**config.mk**
```make
export PLATFORM = sky130hd
export DESIGN_NAME = xml_markup_tokenizer
export DESIGN_NICKNAME = d
export VERILOG_FILES = /design/src/hw/rtl/xmt_pkg.sv /design/src/hw/rtl/xml_markup_tokenizer.sv /design/src/hw/rtl/xmt_scan.sv
export SDC_FILE = /design/constraint.sdc
export NUM_CORES = 1
export LEC_CHECK = 0
export CAP_MARGIN = 30
export CORE_MARGIN = 1.5
export CORE_UTILIZATION = 60
export CTS_CLUSTER_DIAMETER = 40
export DETAILED_ROUTE_END_ITERATION = 12
export DONT_BUFFER_PORTS = 1
export MAX_ROUTING_LAYER = met4
export PLACE_DENSITY = 0.76
export SYNTH_ARGS = -nofsm -noshare
export SYNTH_HDL_FRONTEND = slang
export SYNTH_SLANG_ARGS = --single-unit
```
**constraint.sdc**
```tcl
create_clock -name clk_i -period 3.2 [get_ports clk_i]
set_input_delay 0.64 -clock clk_i [delete_from_list [all_inputs] [get_ports clk_i]]
set_output_delay 0.64 -clock clk_i [all_outputs]
set_load 0.01 [all_outputs]
```
**src/hw/rtl/xmt_pkg.sv**
```systemverilog
// Shared codes and types for the XML markup tokenizer.
`timescale 1ns / 1ps
`default_nettype none

package xmt_pkg;

  // Scanner modes
  localparam logic [2:0] MODE_TEXT   = 3'd0;
  localparam logic [2:0] MODE_TAG    = 3'd1;
  localparam logic [2:0] MODE_ATTR   = 3'd2;
  localparam logic [2:0] MODE_VALSQ  = 3'd3;
  localparam logic [2:0] MODE_VALDQ  = 3'd4;
  localparam logic [2:0] MODE_ENDTAG = 3'd5;

  // Byte classes
  localparam logic [2:0] KIND_SKIP   = 3'd0;
  localparam logic [2:0] KIND_TEXT   = 3'd1;
  localparam logic [2:0] KIND_TAG    = 3'd2;
  localparam logic [2:0] KIND_ATTR   = 3'd3;
  localparam logic [2:0] KIND_VAL    = 3'd4;
  localparam logic [2:0] KIND_ENDTAG = 3'd5;

  // Events
  localparam logic [2:0] EV_NONE  = 3'd0;
  localparam logic [2:0] EV_TEXT  = 3'd1;
  localparam logic [2:0] EV_START = 3'd2;
  localparam logic [2:0] EV_END   = 3'd3;
  localparam logic [2:0] EV_ATTR  = 3'd4;

  // Characters
  localparam logic [7:0] CH_LT     = 8'h3C;
  localparam logic [7:0] CH_GT     = 8'h3E;
  localparam logic [7:0] CH_SLASH  = 8'h2F;
  localparam logic [7:0] CH_QMARK  = 8'h3F;
  localparam logic [7:0] CH_EQ     = 8'h3D;
  localparam logic [7:0] CH_SPACE  = 8'h20;
  localparam logic [7:0] CH_SQUOTE = 8'h27;
  localparam logic [7:0] CH_DQUOTE = 8'h22;

  localparam logic [7:0] COUNT_MAX = 8'hFF;

  typedef struct packed {
    logic [2:0] mode;
    logic       pending;
    logic [7:0] count;
  } scan_state_t;

  typedef struct packed {
    logic [2:0] kind;
    logic [2:0] ev;
    logic [7:0] len;
  } scan_res_t;

endpackage

`default_nettype wire

```
**src/hw/rtl/xml_markup_tokenizer.sv**
```systemverilog
// Top level of the XML markup tokenizer: input register, scanner, result register.
// A transferred byte waits in the input register, then moves with its result into the result register.
// Throughput: one byte per clock unless the output stalls; the state register loops through the scanner.
// The input register holds one byte while a finished result waits on a stalled output.
// Reset clears both valid flags and puts the scanner in text mode with the count at zero.
// Payload registers are not reset.
`timescale 1ns / 1ps
`default_nettype none

module xml_markup_tokenizer (
  input  logic       clk_i,
  input  logic       rst_ni,
  input  logic       in_valid_i,
  output logic       in_stall_o,
  input  logic [7:0] byte_in_i,
  input  logic       chunk_last_i,
  output logic       out_valid_o,
  input  logic       out_stall_i,
  output logic [7:0] byte_out_o,
  output logic [2:0] byte_kind_o,
  output logic [2:0] event_res_o,
  output logic [7:0] name_length_o,
  output logic       chunk_end_o
);
  import xmt_pkg::*;

  logic        in_valid_q;
  logic [7:0]  in_byte_q;
  logic        in_last_q;
  logic        advance;

  scan_state_t state_q, state_d;
  scan_res_t   res_d, res_q;

  logic        out_valid_q;
  logic [7:0]  out_byte_q;
  logic        out_last_q;

  // Result register frees up when empty or when its transfer completes
  assign advance    = !out_valid_q || !out_stall_i;
  assign in_stall_o = in_valid_q && !advance;

  always_ff @(posedge clk_i or negedge rst_ni) begin
    if (!rst_ni) begin
      in_valid_q <= 1'b0;
    end else if (!in_stall_o) begin
      in_valid_q <= in_valid_i;
    end
  end

  always_ff @(posedge clk_i) begin
    if (!in_stall_o && in_valid_i) begin
      in_byte_q <= byte_in_i;
      in_last_q <= chunk_last_i;
    end
  end

  xmt_scan u_scan (
    .byte_i  (in_byte_q),
    .state_i (state_q),
    .state_o (state_d),
    .res_o   (res_d)
  );

  always_ff @(posedge clk_i or negedge rst_ni) begin
    if (!rst_ni) begin
      state_q     <= '{mode: MODE_TEXT, pending: 1'b0, count: 8'd0};
      out_valid_q <= 1'b0;
    end else if (advance) begin
      out_valid_q <= in_valid_q;
      if (in_valid_q) state_q <= state_d;
    end
  end

  always_ff @(posedge clk_i) begin
    if (advance && in_valid_q) begin
      res_q      <= res_d;
      out_byte_q <= in_byte_q;
      out_last_q <= in_last_q;
    end
  end

  assign out_valid_o   = out_valid_q;
  assign byte_out_o    = out_byte_q;
  assign byte_kind_o   = res_q.kind;
  assign event_res_o   = res_q.ev;
  assign name_length_o = res_q.len;
  assign chunk_end_o   = out_last_q;

endmodule

`default_nettype wire

```
**src/hw/rtl/xmt_scan.sv**
```systemverilog
// Combinational scanner step: classifies one byte and computes the next state.
`timescale 1ns / 1ps
`default_nettype none

module xmt_scan (
  input  logic [7:0]           byte_i,
  input  xmt_pkg::scan_state_t state_i,
  output xmt_pkg::scan_state_t state_o,
  output xmt_pkg::scan_res_t   res_o
);
  import xmt_pkg::*;

  logic [7:0] count_inc;
  logic       tag_like;

  assign count_inc = (state_i.count != COUNT_MAX) ? state_i.count + 8'd1 : state_i.count;

  // Bracket and slash inside the attribute list behave as in the tag name
  assign tag_like = (state_i.mode == MODE_TAG) ||
                    ((state_i.mode == MODE_ATTR) && ((byte_i == CH_GT) || (byte_i == CH_SLASH)));

  always_comb begin
    state_o = state_i;
    res_o   = '{kind: KIND_SKIP, ev: EV_NONE, len: 8'd0};
    if (tag_like) begin
      state_o.mode = MODE_TAG;
      if (byte_i == CH_QMARK) begin
        // skip
      end else if (byte_i == CH_SLASH) begin
        state_o.mode = MODE_ENDTAG;
        if (state_i.count != 8'd0) begin
          res_o.ev  = EV_START;
          res_o.len = state_i.count;
        end
      end else if (byte_i == CH_SPACE) begin
        state_o.mode = MODE_ATTR;
      end else if (byte_i == CH_GT) begin
        state_o.mode = MODE_TEXT;
        res_o.ev     = EV_START;
        res_o.len    = state_i.count;
      end else begin
        state_o.count = count_inc;
        res_o.kind    = KIND_TAG;
      end
    end else begin
      case (state_i.mode)
        MODE_ATTR: begin
          if ((byte_i == CH_QMARK) || (byte_i == CH_SPACE) || (byte_i == CH_EQ)) begin
            // skip
          end else if (byte_i == CH_SQUOTE) begin
            state_o.mode = MODE_VALSQ;
          end else if (byte_i == CH_DQUOTE) begin
            state_o.mode = MODE_VALDQ;
          end else begin
            res_o.kind = KIND_ATTR;
          end
        end
        MODE_VALSQ: begin
          if (byte_i == CH_SQUOTE) begin
            state_o.mode = MODE_ATTR;
            res_o.ev     = EV_ATTR;
          end else begin
            res_o.kind = KIND_VAL;
          end
        end
        MODE_VALDQ: begin
          if (byte_i == CH_DQUOTE) begin
            state_o.mode = MODE_ATTR;
            res_o.ev     = EV_ATTR;
          end else begin
            res_o.kind = KIND_VAL;
          end
        end
        MODE_ENDTAG: begin
          if (byte_i == CH_SPACE) begin
            // skip
          end else if (byte_i == CH_GT) begin
            state_o.mode = MODE_TEXT;
            res_o.ev     = EV_END;
            res_o.len    = state_i.count;
          end else begin
            state_o.count = count_inc;
            res_o.kind    = KIND_ENDTAG;
          end
        end
        default: begin
          // text mode; unused codes fall back to text
          state_o.mode = MODE_TEXT;
          if (byte_i == CH_LT) begin
            state_o.mode    = MODE_TAG;
            state_o.pending = 1'b0;
            state_o.count   = 8'd0;
            if (state_i.pending) res_o.ev = EV_TEXT;
          end else begin
            state_o.pending = 1'b1;
            res_o.kind      = KIND_TEXT;
          end
        end
      endcase
    end
  end

endmodule

`default_nettype wire

```
Word level (Yosys, flattened, before mapping)
Cells that the tools add are included.
- input port bits: 13
- register bits after elaboration: 46
- logic and storage cells: 105
- memories kept: 0
- output and inout bits: 25
- bits in latches: 0
- RAM bits: 0
- bits in read-only memories: 0
- reductions and logical operators: 20
- shift-type cells: 0
- equality and inequality tests: 23
- multipliers: 0
- order comparisons: 0
- bitwise logic cells: 2
- add/subtract/negate cells: 1
- div/mod/pow operators: 0
- mux-type cells: 47
- operators by type and width (cell ; count):
    == test 8 x 6 -> 1 bit, second input constant ; 8
    2-to-1 mux 8 bit ; 8
    2-to-1 mux 3 bit ; 18
    2-to-1 mux 14 bit ; 3
    one-hot mux 3 bit (4 select lines) ; 3
    2-to-1 mux 10 bit ; 3
    one-hot mux 8 bit (2 select lines) ; 1
    2-to-1 mux 13 bit ; 1
    2-to-1 mux 11 bit ; 1
    inequality test 3 x 1 -> 1 bit, second input constant ; 3
    adder 8 x 1 -> 8 bit, second input constant ; 1
    inequality test 8 bit, second input constant ; 1
    AND reduction 8 bit ; 1
    nonzero test 8 bit ; 1
    == test 3 x 2 -> 1 bit, second input constant ; 2
    == test 3 bit, second input constant ; 2
    2-to-1 mux 1 bit ; 6
    2-to-1 mux 2 bit ; 3
    inequality test 3 x 2 -> 1 bit, second input constant ; 2
    AND reduction 6 bit ; 1
    logical OR 1 bit ; 5
    logical AND 1 bit ; 4
    logical NOT 1 bit ; 4
    inequality test 2 bit, second input constant ; 2
    8 further kinds ; 9

Logic depth before layout (Yosys ltp)
- depth after elaboration: 7
- mapped depth: 7
- mapped depth without buffers: 7

Hierarchy
Synthesis repeated with hierarchy kept, for this count alone.
- cell total of the unflattened synthesis: 228
- area total of the unflattened synthesis: 2647.5 um^2
- modules (own cells, without submodules) (module ; times used ; seq. area each (um^2) ; cells an instance ; area each (um^2)):
    xml_markup_tokenizer ; 1 ; 1311.3 ; 65 ; 1549.0
    xmt_scan ; 1 ; 0.0 ; 163 ; 1098.6

Least setup slack after synthesis
OpenSTA, ideal clock, no wires.
- path kind: reg-to-reg
- start: register in_byte_q[7]
- end: register state_q[2] in the netlist's numbering
- stages on the path, launching flop included: 7
- path slack: 0.870 ns
- data required time: 3.104 ns
- arrival: 2.233 ns
- path buffers: 1
- period minus slack after synthesis: 2.330 ns
- setup time: 0.096 ns
- cell sequence: edfxtp_1 or3b_4 or4_1 buf_2 o311a_1 or3_1 a32oi_1
- longest elaborated chain between the ends: 6
- elaborated cells between the ends (all ways): 19
- those cells by class: eq/ne (8); mux (6); reduce/logical (5)
- RTL lines (what ; RTL line ; RTL):
    start: declaration ; xml_markup_tokenizer.sv:28 ; logic [7:0] in_byte_q;
    start signal: assignment ; xml_markup_tokenizer.sv:53 ; in_byte_q <= byte_in_i;
    == test 8 x 6 -> 1 bit (on tied branches) ; n/a ;
    2-to-1 mux 8 bit / logical OR 1 bit (equally long branches) ; n/a ;
    2-to-1 mux 8 bit / logical AND 1 bit (equally long branches) ; n/a ;
    2-to-1 mux 8 bit / logical OR 1 bit (equally long branches) ; n/a ;
    2-to-1 mux 8 bit, or another cell as far along ; n/a ;
    2-to-1 mux 8 bit / AND reduction 6 bit (equally long branches) ; n/a ;
    end signal: assignment ; xml_markup_tokenizer.sv:67 ; state_q <= '{mode: MODE_TEXT, pending: 1'b0, count: 8'd0};
    end signal: assignment ; xml_markup_tokenizer.sv:71 ; if (in_valid_q) state_q <= state_d;
    end: declaration ; xml_markup_tokenizer.sv:32 ; scan_state_t state_q, state_d;
Several ways; a longest one is shown, not always the timed one. The select of a mux whose other input is x is not followed.
A chain may end at the register's enable or synchronous reset.

Worst setup path after layout
- start: register in_byte_q[7]
- end: register state_q[1] in the netlist's numbering
Same word-level chain as after synthesis.

==> run_results.csv <==
group,metric,value,unit
place,port_buffers,0,
cts,root_buffer,"clkbuf_8",
cts,clk_pin_slew,0.09,ns
synthesis,async_flop_share,0.304,
floorplan,ioPinCount,38,
cells_and_area,fill_cells,274,
timing,finalSetupViolCount,0,
cts,ctsResizeCount,0,
cells_and_area,area_growth,6.53,%
cts,clkLatencyLatePin,0.31,ns
setup_path,slowest_delay,0.66,ns
global_route,grt.total_usage,0.254,
power,p_per_area,661,nW/um^2
status,status,"complete, no violations",
cells_and_area,final_cell_area,2510,um^2
route,vias_per_cell,6.41,
power,p_comb_frac,0.234,
route,drc,0,
setup_path,crit_type,"reg2reg",
synthesis,syn_area,2360,um^2
timing,min_period,2.59,ns
synthesis,synth_xor_area_frac,0.00743,
global_route,met2_usage,0.376,
synthesis,yosys.area_share.simple,0.218,
power,p_leak,0.958,nW
synthesis,yosysWarnings,0,
synthesis,yosysTopAreaCellShare,0.408,
timing,fin_skew,0.0112,ns
global_route,top_usage_layer,"met2",
setup_path,critical_path.endpoint_type,"register",
flow_run,maxCapViolCount,0,
setup_path,path_delay_family,"simple AND/OR/NAND/NOR gates",
floorplan,coreArea,3720,um^2
power,p_int,1.13,mW
setup_path,cp.required,3.39,ns
setup_path,start_kind,"register",
cts,cts_hold_buffers,0,
power,clockPowerShare,0.260,
synthesis,synth_common_cells,"edfxtp_1 (32), nand2_1 (19), and2_1 (14), dfrtp_1 (14), nor2_1 (11)",
cts,cts_tree,"yes",
timing,worst_slew_margin_rel,0.428,
setup_path,r2r_start,"in_byte_q[7]$_DFFE_PP_",
setup_path,cp-startpoint,"in_byte_q[7]$_DFFE_PP_",
setup_path,crit_buf_inv,0,
synthesis,yosysSeqAreaShare,0.557,
setup_path,reg2reg_depth,5,
synthesis,syn_area_per_cell,11.1,um^2
cells_and_area,antenna_cells,0,
synthesis,post-synth-top-area-cell,"edfxtp_1",
floorplan,die_w,65.7,um
global_route,grt_pass1_wl,7870,um
power,swShare,0.317,
synthesis,synthCells,213,
global_route,grt_pass1_vias,1569,
timing,whs,0.0127,ns
synthesis,synthFlopType,"edfxtp_1",
global_route,antenna_found_initial,0,
worst_hold_path,holdCritPathClass,"in2async",
power,power.switching,0.525,mW
route,vias,1674,
cts,htreeDepth,2,
synthesis,synth.most_common_cell,"edfxtp_1",
route,wl_per_cell,18.7,um
route,postRouteAntennaNets,0,
setup_path,cp_max_fo,13,
global_route,grt_util_met3,0.0565,
synthesis,synth_cell_types,56,
synthesis,synth_compound_area_frac,0.132,
setup_path,crit-reg2reg-capture,"state_q[1]$_DFFE_PN0P_",
timing,rsz0062_at_grt,"no",
power,power.total,1.66,mW
timing,max_freq,0.385,GHz
setup_path,crit_cells,5,
global_route,grt-ovfl-total,0,
synthesis,synthAdderAreaFrac,0.0106,
floorplan,start_util,0.634,
cts,cts_buffers,5,
global_route,grt_max_degree,22,
place,placed_area,2400,um^2
setup_path,slowest_stage,"or4_1",
route,drt_iter0_markers,241,
timing,timing.final.max_slew_violations,0,
synthesis,synth_top_family_by_area,"simple AND/OR/NAND/NOR gates",
synthesis,synth_seq_cells,46,
timing,post-route-period-util,0.811,
setup_path,reg2reg_slack,0.61,ns
synthesis,syn_nets,228,
cells_and_area,finalNetCount,227,
cells_and_area,layout-drive-gt1-share,0.0939,
place,gp_congestion,0.885,
synthesis,yosys-mux-area-fraction,0.0398,
cts,cts.path.max_buffers,2,
setup_path,worstPathCellList,"or3b_4, or4_1, o311ai_2, nand2_1, mux2i_1",
place,post-place-cells,253,
timing,worst_pin_slew,0.837,ns
power,pwr-share-seq,0.506,
timing,tns,0,ns
cts,post_cts_buffers,0,
floorplan,die_h,65.7,um
power,ir_worst_vdd,0.433,mV
global_route,gr-usage-met1,0.342,
route,first_pass_iters,4,
floorplan,rows,22,
synthesis,synth_edf_count,32,
setup_path,crit_path_end,"state_q[1]$_DFFE_PN0P_",
cells_and_area,fin_cells,261,
route,drt_wl_total,4880,um
floorplan,die_area,4310,um^2
timing,hold_violations,0,
cts,cts_sinks,46,
place,dpl.hpwl,3490,um
setup_path,critical_path_arrival,2.78,ns
synthesis,synth.area.top_cells,"edfxtp_1 (41%), dfrtp_1 (15%), and2_1 (3.7%)",
## routing by layer
metal | part of all wire | vias to the layer above
li1 | - | 799
met1 | 0.47 | 801
met2 | 0.46 | 68
met3 | 0.055 | 6
met4 | 0.018 | 0
met5 | 0 | -
## power groups by stage
stage / sequential [mW] / clock, mW / combinational [mW]
finish: 0.840 / 0.431 / 0.388
global route: 0.853 / 0.451 / 0.429
CTS: 0.839 / 0.431 / 0.385
detailed placement: 0.851 / 0 / 0.382
global placement: 0.847 / 0 / 0.372
floorplan: 0.803 / 0 / 0.322
## how the worst min path moves through the flow
stage / start / to
after floorplan: rst_ni / in_valid_q$_DFFE_PN0N_
after global placement: rst_ni / state_q[10]$_DFFE_PN0P_
after detailed placement: rst_ni / state_q[9]$_DFFE_PN0P_
after CTS: rst_ni / state_q[9]$_DFFE_PN0P_
after global routing: rst_ni / state_q[8]$_DFFE_PN0P_
final: rst_ni / state_q[11]$_DFFE_PN0P_
## state kept, by name, indices dropped and copies added (netlist names)
| register | count |
|---|---|
| state_q | 12 |
| byte_out_o | 8 |
| in_byte_q | 8 |
| name_length_o | 8 |
| byte_kind_o | 3 |
| event_res_o | 3 |
| chunk_end_o | 1 |
| in_last_q | 1 |
| in_valid_q | 1 |
| out_valid_o | 1 |
## cell families (layout without fill, tap and decap cells)
logic type / after synthesis / after routing
simple gates: 94 / 94
xor+xnor: 2 / 2
mux: 9 / 9
buf+inv: 22 / 22
compound gates: 38 / 38
flops: 46 / 46
fa+ha+maj: 2 / 2
## final cells by class
type                            count  area (um^2)  share of cell area
Clock buffer                        6         72.6              0.0289
Sequential cell                    46         1310               0.522
Timing Repair Buffer                4         30.0              0.0120
Inverter                           10         37.5              0.0150
Clock inverter                      2         37.5              0.0150
Tap cell                           48         60.1              0.0239
Multi-Input combinational cell    145          961               0.383
## stage by stage
step	worst slack, ns	utilization
2_1_floorplan	0.870	-
3_3_place_gp	0.689	0.646
3_5_place_dp	0.647	0.646
4_1_cts	0.643	0.675
5_1_grt	0.457	0.675
6_report	0.606	0.675
## cell usage in the layout (no fill, tap or decap), types with 3 or more instances in the layout
master,netlist,routed
nor2_1,11,11
and2_1,14,14
nor3_1,8,8
nand2_1,19,19
nand3_1,7,7
or3_1,6,6
buf_4,0,4
dfrtp_1,14,14
nand4_1,5,5
clkbuf_8,0,5
a21oi_1,5,5
nand2b_1,8,8
edfxtp_1,32,32
a22oi_1,3,3
inv_1,8,8
and3_1,3,3
mux2i_1,6,6
Power figures use the tool's default switching activity.
